===== config.mk =====
export PLATFORM = sky130hd
export DESIGN_NAME = source_comment_whitespace_filter_top
export DESIGN_NICKNAME = d
export VERILOG_FILES = /design/src/rtl/scwf_pkg.sv /design/src/rtl/source_comment_whitespace_filter_top.sv /design/src/rtl/scwf_scanner.sv /design/src/rtl/scwf_out_stage.sv
export SDC_FILE = /design/constraint.sdc
export NUM_CORES = 1
export LEC_CHECK = 0
export ABC_AREA = 1
export BUFFER_PORTS_ARGS = -buffer_cell sky130_fd_sc_hd__buf_2
export CAP_MARGIN = 20
export CORE_UTILIZATION = 55
export CTS_CLUSTER_SIZE = 40
export DETAILED_ROUTE_END_ITERATION = 6
export GPL_ROUTABILITY_DRIVEN = 0
export PLACE_DENSITY_LB_ADDON = 0.1
export SYNTH_ARGS = -nofsm -noshare
export SYNTH_HDL_FRONTEND = slang
export SYNTH_HIERARCHICAL = 1
export SYNTH_SLANG_ARGS = --single-unit

===== constraint.sdc =====
create_clock -name clock -period 2.5 [get_ports clock]
set_input_delay 0.5 -clock clock [delete_from_list [all_inputs] [get_ports clock]]
set_output_delay 0.5 -clock clock [all_outputs]
set_load 0.03 [all_outputs]

===== src/rtl/scwf_pkg.sv =====
// Shared types, character codes and helpers for the comment and whitespace filter.
// No dependencies; imported by every module of the block.
package scwf_pkg;

   // Character codes the scanner looks for
   localparam logic [7:0] CH_SLASH = 8'h2F;
   localparam logic [7:0] CH_STAR  = 8'h2A;
   localparam logic [7:0] CH_LF    = 8'h0A;
   localparam logic [7:0] CH_SPACE = 8'h20;
   localparam logic [7:0] CH_TAB   = 8'h09;

   // Control register indexes
   localparam logic [1:0] CFG_STRIP_COMMENTS   = 2'd0;
   localparam logic [1:0] CFG_STRIP_NEWLINES   = 2'd1;
   localparam logic [1:0] CFG_STRIP_WHITESPACE = 2'd2;

   typedef struct packed {
      logic strip_comments;
      logic strip_newlines;
      logic strip_whitespace;
   } cfg_type;

   // Up to two bytes released by one input beat
   typedef struct packed {
      logic [1:0] cnt;
      logic [7:0] b0;
      logic [7:0] b1;
   } pair_type;

   // Newline and whitespace filters: 1 when the byte survives
   function automatic logic keep_char(cfg_type cfg, logic [7:0] c);
      logic drop_nl;
      logic drop_ws;
      drop_nl = cfg.strip_newlines && (c == CH_LF);
      drop_ws = cfg.strip_whitespace && ((c == CH_SPACE) || (c == CH_TAB));
      return !(drop_nl || drop_ws);
   endfunction

endpackage


===== src/rtl/source_comment_whitespace_filter_top.sv =====
// Accepted beats pass through the input register into the result register, which
// drives rsp. One input beat per cycle while rsp is not stalled; a beat that
// releases two bytes holds the result register until both leave; the input stalls.
// Reset (synchronous, active high) clears all three filter enables, returns the
// scanner to normal text and empties the input and result registers.
// Depends on scwf_pkg, scwf_scanner and scwf_out_stage.
module source_comment_whitespace_filter_top (
   input  logic       clock,
   input  logic       reset,
   input  logic       req_valid,
   output logic       req_stall,
   input  logic [7:0] req_in_char,
   input  logic       req_end_of_text,
   output logic       rsp_valid,
   input  logic       rsp_stall,
   output logic [7:0] rsp_out_char,
   output logic       rsp_run_last,
   input  logic       csr_wr_en,
   input  logic [1:0] csr_index,
   input  logic [0:0] csr_wdata
);
   import scwf_pkg::*;

   cfg_type    cfg_ff;
   cfg_type    cfg_in;
   logic       in_valid_ff;
   logic       in_valid_in;
   logic [7:0] in_char_ff;
   logic [7:0] in_char_in;
   logic       in_eot_ff;
   logic       in_eot_in;
   logic       res_free;
   logic       advance;
   logic       req_take;
   pair_type   pair;

   // Control register writes
   always_comb begin
      cfg_in = cfg_ff;
      if (csr_wr_en) begin
         unique case (csr_index)
            CFG_STRIP_COMMENTS:   cfg_in.strip_comments   = csr_wdata[0];
            CFG_STRIP_NEWLINES:   cfg_in.strip_newlines   = csr_wdata[0];
            CFG_STRIP_WHITESPACE: cfg_in.strip_whitespace = csr_wdata[0];
            default: ;
         endcase
      end
   end

   always_ff @(posedge clock) begin
      if (reset) begin
         cfg_ff <= '0;
      end else begin
         cfg_ff <= cfg_in;
      end
   end

   // Input register moves into the result register when that one frees up
   assign advance   = in_valid_ff && res_free;
   assign req_stall = in_valid_ff && !res_free;
   assign req_take  = req_valid && !req_stall;

   always_comb begin
      in_valid_in = req_take ? 1'b1 : (advance ? 1'b0 : in_valid_ff);
      in_char_in  = req_take ? req_in_char : in_char_ff;
      in_eot_in   = req_take ? req_end_of_text : in_eot_ff;
   end

   always_ff @(posedge clock) begin
      if (reset) begin
         in_valid_ff <= 1'b0;
      end else begin
         in_valid_ff <= in_valid_in;
      end
   end

   always_ff @(posedge clock) begin
      in_char_ff <= in_char_in;
      in_eot_ff  <= in_eot_in;
   end

   scwf_scanner u_scanner (
      .clock   (clock),
      .reset   (reset),
      .cfg     (cfg_ff),
      .in_char (in_char_ff),
      .in_eot  (in_eot_ff),
      .advance (advance),
      .pair    (pair)
   );

   scwf_out_stage u_out (
      .clock        (clock),
      .reset        (reset),
      .load         (advance),
      .pair         (pair),
      .rsp_stall    (rsp_stall),
      .rsp_valid    (rsp_valid),
      .rsp_out_char (rsp_out_char),
      .rsp_run_last (rsp_run_last),
      .free         (res_free)
   );

endmodule


===== src/rtl/scwf_scanner.sv =====
// Comment scanner: mode register plus the per-byte decode into a byte pair.
// Depends on scwf_pkg.
module scwf_scanner (
   input  logic               clock,
   input  logic               reset,
   input  scwf_pkg::cfg_type  cfg,
   input  logic [7:0]         in_char,
   input  logic               in_eot,
   input  logic               advance,
   output scwf_pkg::pair_type pair
);
   import scwf_pkg::*;

   localparam logic [2:0] MODE_NORMAL     = 3'd0;
   localparam logic [2:0] MODE_SLASH      = 3'd1;
   localparam logic [2:0] MODE_BLOCK      = 3'd2;
   localparam logic [2:0] MODE_BLOCK_STAR = 3'd3;
   localparam logic [2:0] MODE_LINE       = 3'd4;

   logic [2:0] mode_ff;
   logic [2:0] mode_in;
   logic [2:0] mode_scan;
   logic       pre_slash;
   logic       emit_char;
   logic       post_slash;
   logic       keep;

   // Mode transition and which bytes this beat releases
   always_comb begin
      pre_slash  = 1'b0;
      emit_char  = 1'b0;
      post_slash = 1'b0;
      mode_scan  = mode_ff;
      if (!cfg.strip_comments) begin
         pre_slash = (mode_ff == MODE_SLASH);
         emit_char = 1'b1;
         mode_scan = MODE_NORMAL;
      end else begin
         unique case (mode_ff)
            MODE_SLASH: begin
               if (in_char == CH_STAR) begin
                  mode_scan = MODE_BLOCK;
               end else if (in_char == CH_SLASH) begin
                  mode_scan = MODE_LINE;
               end else begin
                  pre_slash = 1'b1;
                  emit_char = 1'b1;
                  mode_scan = MODE_NORMAL;
               end
            end
            MODE_BLOCK: begin
               if (in_char == CH_STAR) mode_scan = MODE_BLOCK_STAR;
            end
            MODE_BLOCK_STAR: begin
               if (in_char == CH_SLASH) mode_scan = MODE_NORMAL;
               else if (in_char != CH_STAR) mode_scan = MODE_BLOCK;
            end
            MODE_LINE: begin
               // the line feed that closes a line comment is kept unless the newline filter strips it
               if (in_char == CH_LF) begin
                  emit_char = 1'b1;
                  mode_scan = MODE_NORMAL;
               end
            end
            default: begin
               if (in_char == CH_SLASH) begin
                  mode_scan = MODE_SLASH;
               end else begin
                  emit_char = 1'b1;
                  mode_scan = MODE_NORMAL;
               end
            end
         endcase
      end
      // End of text flushes a held slash and drops any open comment
      if (in_eot) begin
         post_slash = (mode_scan == MODE_SLASH);
         mode_scan  = MODE_NORMAL;
      end
   end

   // A held slash and the end-of-text slash never occur together
   always_comb begin
      keep     = emit_char && keep_char(cfg, in_char);
      pair.cnt = {1'b0, pre_slash} + {1'b0, keep} + {1'b0, post_slash};
      pair.b0  = (pre_slash || post_slash) ? CH_SLASH : in_char;
      pair.b1  = in_char;
      mode_in  = advance ? mode_scan : mode_ff;
   end

   always_ff @(posedge clock) begin
      if (reset) begin
         mode_ff <= MODE_NORMAL;
      end else begin
         mode_ff <= mode_in;
      end
   end

endmodule


===== src/rtl/scwf_out_stage.sv =====
// Result register: holds a byte pair and hands it out one beat at a time.
// Depends on scwf_pkg.
module scwf_out_stage (
   input  logic               clock,
   input  logic               reset,
   input  logic               load,
   input  scwf_pkg::pair_type pair,
   input  logic               rsp_stall,
   output logic               rsp_valid,
   output logic [7:0]         rsp_out_char,
   output logic               rsp_run_last,
   output logic               free
);
   import scwf_pkg::*;

   logic [1:0] cnt_ff;
   logic [1:0] cnt_in;
   logic [7:0] b0_ff;
   logic [7:0] b0_in;
   logic [7:0] b1_ff;
   logic [7:0] b1_in;
   logic       take;

   assign rsp_valid    = (cnt_ff != 2'd0);
   assign rsp_out_char = b0_ff;
   assign rsp_run_last = (cnt_ff == 2'd1);
   assign take         = rsp_valid && !rsp_stall;
   // free when empty or the final byte leaves this cycle
   assign free         = (cnt_ff == 2'd0) || (rsp_run_last && !rsp_stall);

   // Load a new pair, or shift the second byte forward after a beat
   always_comb begin
      cnt_in = cnt_ff;
      b0_in  = b0_ff;
      b1_in  = b1_ff;
      if (load) begin
         cnt_in = pair.cnt;
         b0_in  = pair.b0;
         b1_in  = pair.b1;
      end else if (take) begin
         cnt_in = cnt_ff - 2'd1;
         b0_in  = b1_ff;
      end
   end

   always_ff @(posedge clock) begin
      if (reset) begin
         cnt_ff <= 2'd0;
      end else begin
         cnt_ff <= cnt_in;
      end
   end

   always_ff @(posedge clock) begin
      b0_ff <= b0_in;
      b1_ff <= b1_in;
   end

endmodule


==> run metrics, run 1 <==
actual slew at the worst max-slew pin 0.468 ns; aggregate routed wire length 2910 µm; die width 58.7 µm; Worst Hold Slack 0.340 ns; setup TNS 0 ns; Setup crit end kind flip-flop; vias per cell 4.69; Final Hold Vio Count 0; Setup CP Type reg -> reg; asr flop ratio synth 0%; # rows 20; final layout net count 257; Max Cap Viol 0; register bit count reported by yosys 34; Port Buf Inserts 27; grt ovf 0; Post-CTS Setup Repair Bufs 0; Initial Utilization 57.9%; Die H 58.7 µm; Worst Path Required 2.73 ns; Post-synth EDFFs 25; vias in the first global route 1172; Tmin final 2.18 ns; Ys Warns 6; Setup Viol. Count Final 0; root buffer cell clkbuf_4; drt drc 0; DP Cell Count 273; Max FO, Critical Path 4; Worst Skew 0.0138 ns; DRT iter0 DRCs 41; syn_area_per_cell 8.38 µm²; Fmax 0.458 GHz; Worst Path Buf+Inv 2; DPL Wire Length 2200 µm; Util after Layout 64.3%; DR WL/cell 10.3 µm; Post-Syn Nets 232; # H-tree levels 2; Post-Synthesis Cells 211; Clock Tree Buf Depth 2; Inserted Clock Buffers 5; CTS sink cnt 34; Inserted Diodes 0; Finished Layout Cells 281; crit-path cells nor2_1, nand2_1, nor2_1, nand2_1, nand2_1, nand2_1, nand4_1, inv_1, fa_1, inv_1, nand2_1, nand2_1, nand2_1, nand2_1, nor2_1; first-pass GRT wire length 4900 µm; Area growth syn-to-layout 11.0%; pre-CTS setup slack 0.330 ns; Seq/Total Area, Yosys 52.7%; final setup margin 0.318 ns; critical path arrival 2.42 ns; largest net degree at the start of global routing 21; synth top area cells edfxtp_1, nand2_1, dfxtp_1; total number of vias 1318; Yosys top cell by area edfxtp_1; peak supply drop 0.000382 V; post-route clock period utilization 87.3%; core footprint 0.00305 mm²; drt first pass iters 4; CTS resizes 0; Routed Antenna Nets 0; Die ar. 0.00345 mm²; Multi-input gate area 608 µm²; I/O pin total 28; antenna violations before repair 0; Hold Path Class in -> reg; clk_lat worst skew 0.34 ns; startpoint types flip-flop; TritonCTS clock tree done; synthesized area 0.00177 mm²; Hold-fix buffers, CTS 0; Worst path slowest cell edfxtp_1; Synth top area share 42.5%; crit-path leading delay family simple AND/OR/NAND/NOR gates; Leak Pwr 0.951 nW; synth unique cells 26; relative slew slack 68.8%; CP max stage delay 0.44 ns; Pwr Density 771 mW/mm²; clock transition at the registers of the reported paths 0.10 ns; Reg area 931 µm²; top_reg_cell synth edfxtp_1; status finished, final reports clean; GRT Total Usage 20.1%; most used cell, CP nand2_1; filler cell count 290; share of cells above drive strength 1 21.1%; RSZ-0062 raised after global routing no; max-slew violations 0
## placed cells by master (no fill, tap or decap), types with 2 or more instances in the layout
| cell type | n |
|---|---|
| buf_4 | 2 |
| nand2_1 | 71 |
| o21ai_1 | 2 |
| a21oi_1 | 6 |
| clkinv_1 | 2 |
| inv_1 | 33 |
| buf_2 | 27 |
| ha_1 | 3 |
| clkbuf_4 | 5 |
| nand4_1 | 2 |
| nand3_1 | 11 |
| dfxtp_1 | 9 |
| inv_2 | 4 |
| nor2_2 | 4 |
| nor2_1 | 17 |
| edfxtp_1 | 25 |
| o21ai_0 | 3 |
## final timing paths
path,startpoint,to,slack (ns),depth (start not counted)
min reg2reg,u_scanner/mode_ff[2]$_SDFFE_PP0P_,u_scanner/mode_ff[2]$_SDFFE_PP0P_,0.49,2
max,in_char_ff[7]$_DFFE_PP_,u_out/cnt_ff[0]$_SDFFE_PP0P_,0.32,15
max reg2reg,in_char_ff[7]$_DFFE_PP_,u_out/cnt_ff[0]$_SDFFE_PP0P_,0.32,15
min,req_end_of_text,in_eot_ff$_DFFE_PP_,0.34,1
## through the flow
step,cell area [µm²],total power [mW]
after CTS,1960,1.53
final,1960,1.51
after detailed placement,1890,1.14
after floorplan,1770,1.06
after global routing,1960,1.60
after global placement,1890,1.13
## Yosys cell counts (all sizes together) (2+ instances only)
| library cell | count |
|---|---|
| nand2 | 72 |
| inv | 37 |
| edfxtp | 25 |
| nor2 | 22 |
| nand3 | 12 |
| buf | 10 |
| dfxtp | 9 |
| a21oi | 7 |
| o21ai | 6 |
| ha | 3 |
| nand4 | 2 |
## kinds of logic after synthesis
group,share of synthesized area (%)
AND/OR/NAND/NOR,26.4
buffers and inverters,13.0
adder cells (fa/ha/maj),3.26
flip-flops,52.7
AO/OA/AOI/OAI,4.74
## final cells by class
class / count / share of cell area (%)
Timing Repair Buffer: 29 / 7.65
Clock inverter: 2 / 1.72
Sequential cell: 34 / 47.4
Clock buffer: 6 / 2.10
Tap cell: 44 / 2.81
Inverter: 38 / 7.27
Multi-Input combinational cell: 128 / 31.0
## registers in the layout (all words and copies together), names as in the netlist
| name | flops |
|---|---|
| in_char_ff | 8 |
| u_out/b1_ff | 8 |
| u_out/rsp_out_char | 8 |
| cfg_ff | 3 |
| u_scanner/mode_ff | 3 |
| u_out/cnt_ff | 2 |
| in_eot_ff | 1 |
| in_valid_ff | 1 |
## power breakdown
part           internal, mW  total, mW  switching (mW)
Combinational         0.110      0.382           0.272
Sequential            0.711      0.743          0.0320
Clock                 0.208      0.388           0.180
Total                  1.03       1.51           0.484
## worst register-to-register path: cells and delay by family (launching register included)
family	cells	cell delay, ns
buffers and inverters	2	0.13
AND/OR/NAND/NOR	12	1.08
flip-flops	1	0.44
adder cells (fa/ha/maj)	1	0.44
## metal layers
layer,global-route usage [%],wire [µm],up-vias
li1,-,-,697
met1,22.2,1270,579
met2,33.5,1440,38
met3,8.57,156,4
met4,9.86,35,0
met5,0,0,-
(Power assumes the default switching activity.)
==> run 2, diff against run 1 <==
--- a/config.mk
+++ b/config.mk
@@ -8,7 +8,7 @@
 export ABC_AREA = 1
 export BUFFER_PORTS_ARGS = -buffer_cell sky130_fd_sc_hd__buf_2
 export CAP_MARGIN = 20
-export CORE_UTILIZATION = 55
+export CORE_UTILIZATION = 25
 export CTS_CLUSTER_SIZE = 40
 export DETAILED_ROUTE_END_ITERATION = 6
 export GPL_ROUTABILITY_DRIVEN = 0
==> constraint.sdc (replaced) <==
create_clock -name clock -period 2.3 [get_ports clock]
set_input_delay 0.46 -clock clock [delete_from_list [all_inputs] [get_ports clock]]
set_output_delay 0.46 -clock clock [all_outputs]
set_load 0.03 [all_outputs]
==> run 2 against run 1 <==
  * Hold slack improved by 0.0047 ns
  * Total power rose by 26%
  * Die area rose by 120%
  * Cell count rose by 21%
==> run metrics, run 2 (synthesis gave the netlist of run 1 again) <==
Routed Antenna Nets 0 (unchanged); Sw Ratio 30.0% (-2.0 points); Final Hold Vio Count 0 (unchanged); actual slew at the worst max-slew pin 0.498 ns (+0.0300 ns); # H-tree levels 2 (unchanged); Finished Layout Cells 340 (+21%); DR WL/cell 9.67 µm (-6.5%); # rows 30 (+50%); GRT Total Usage 9.93% (-10 points); DRT iter0 DRCs 48 (+17%); Setup crit end kind flip-flop; Tmin final 2.09 ns (-0.0886 ns); first-pass GRT wire length 5700 µm (+16%); largest net degree at the start of global routing 19 (-9.5%); Die H 86.1 µm (+47%); Inserted Clock Buffers 5 (unchanged); Area growth syn-to-layout 22.4%; Die ar. 0.00741 mm² (+120%); vias per cell 3.82 (-19%); post-route cell area 0.00216 mm² (+10%); final setup margin 0.206 ns (-0.111 ns); Worst Hold Slack 0.345 ns (+0.00468 ns); vias in the first global route 1251 (+6.7%); Fmax 0.478 GHz (+4.2%); total number of vias 1299 (-1.4%); Setup Viol. Count Final 0 (unchanged); core footprint 0.00679 mm² (+120%); Hold-fix buffers, CTS 0 (unchanged); Sequential Power Share 42.1% (-7.0 points); filler cell count 750 (+160%); RSZ-0062 raised after global routing yes; Hold Path Class in -> reg; Port Buf Inserts 27 (unchanged); max-slew violations 0 (unchanged); Logic pwr share 22.9% (-2.3 points); aggregate routed wire length 3290 µm (+13%); commonest non-fill, non-tap cells in the layout nand2_1, inv_1, buf_2; DP Cell Count 326 (+19%); final layout net count 264 (+2.7%); TritonCTS clock tree done; pre-CTS setup slack 0.123 ns (-0.207 ns); Multi-input gate area 629 µm² (+3.5%); post-route clock period utilization 91.0% (+3.7 points); DPL Wire Length 2490 µm (+13%); Max FO, Critical Path 4 (unchanged); placement-stage cell area 0.00196 mm² (+3.8%); Clock Tree Buf Depth 2 (unchanged); Worst Path Required 2.49 ns (-0.24 ns); relative slew slack 66.8% (-2.0 points); critical path arrival 2.28 ns (-0.14 ns); Reg area 931 µm² (unchanged); internal power 1.34 mW (+30%); Initial Utilization 26.0% (-32 points); startpoint types flip-flop; peak supply drop 0.000243 V (-36%); Leak Pwr 1.01 nW (+6.7%); die width 86.1 µm (+47%); root buffer cell clkbuf_8; antenna violations before repair 0 (unchanged); share of cells above drive strength 1 26.2% (+5.1 points); Pwr Density 884 mW/mm² (+15%); Clk network pwr share 35.0% (+9.3 points); Worst Skew 0.00879 ns (-0.00504 ns); Max Cap Viol 0 (unchanged); Inserted Diodes 0 (unchanged); NetSw 0.574 mW (+18%); setup TNS 0 ns (unchanged); grt ovf 0 (unchanged); drt first pass iters 4 (unchanged); I/O pin total 28 (unchanged); clock transition at the registers of the reported paths 0.07 ns (-0.03 ns); most common cell after layout, fill and taps aside nand2_1; drt drc 0 (unchanged); Setup CP Type reg -> reg; clk_lat worst skew 0.29 ns (-0.05 ns); status finished, final reports clean; CTS sink cnt 34 (unchanged)
[run 2: through the flow]
step | power, mW | util (%)
floorplan | 1.15 | -
global placement | 1.25 | 28.8
detailed placement | 1.26 | 28.8
CTS | 1.94 | 30.9
global route | 2.02 | 31.8
finish | 1.91 | 31.8
[run 2: path summary, 6_finish.rpt]
path	start	end	slack (ns)	depth (start not counted)
worst min-delay path	req_in_char[2]	in_char_ff[2]$_DFFE_PP_	0.34	1
worst min register to register	u_scanner/mode_ff[2]$_SDFFE_PP0P_	u_scanner/mode_ff[2]$_SDFFE_PP0P_	0.46	2
worst max-delay path	in_char_ff[2]$_DFFE_PP_	u_out/cnt_ff[0]$_SDFFE_PP0P_	0.21	13
worst max register to register	in_char_ff[2]$_DFFE_PP_	u_out/cnt_ff[0]$_SDFFE_PP0P_	0.21	13
[run 2: layer usage]
| layer | GRT usage [%] | share of wire (%) | vias to the layer above |
|---|---|---|---|
| li1 | - | - | 708 |
| met1 | 12.8 | 50 | 555 |
| met2 | 15.3 | 43 | 30 |
| met3 | 2.31 | 4.7 | 6 |
| met4 | 5.61 | 2.4 | 0 |
| met5 | 0 | 0 | - |
[run 2: power by group through the flow]
stage          Combinational, mW  Clock, mW  Sequential, mW
6_report                   0.438      0.670           0.805
5_1_grt                    0.496      0.715           0.814
4_1_cts                    0.434      0.695           0.807
3_5_place_dp               0.434          0           0.822
3_3_place_gp               0.432          0           0.822
2_1_floorplan              0.258          0           0.896
[run 2: area by class of cell]
type	count	area share, %
sequential	34	43.0
multi-input combinational	128	29.1
timing repair buffer	36	9.37
inverter	38	6.59
tap	96	5.55
clock buffer	5	3.18
clock inverter	3	3.18
[run 2: repair_timing]
action,CTS,global route
setup buffers,0,6
resized for setup,0,6
setup endpoints to repair,0,3
[run 2: worst max-delay path, cell delays in order (launching register included)]
cell and delay (ns):
edfxtp_1 0.46, nor2_2 0.16, nand2_1 0.08, or2_0 0.25, o21ai_1 0.12, inv_1 0.06
a21oi_2 0.14, fa_1 0.42, inv_1 0.06, nand2_1 0.05, nand2_1 0.06, nand2_1 0.04
nand2_1 0.07, nor2_1 0.03
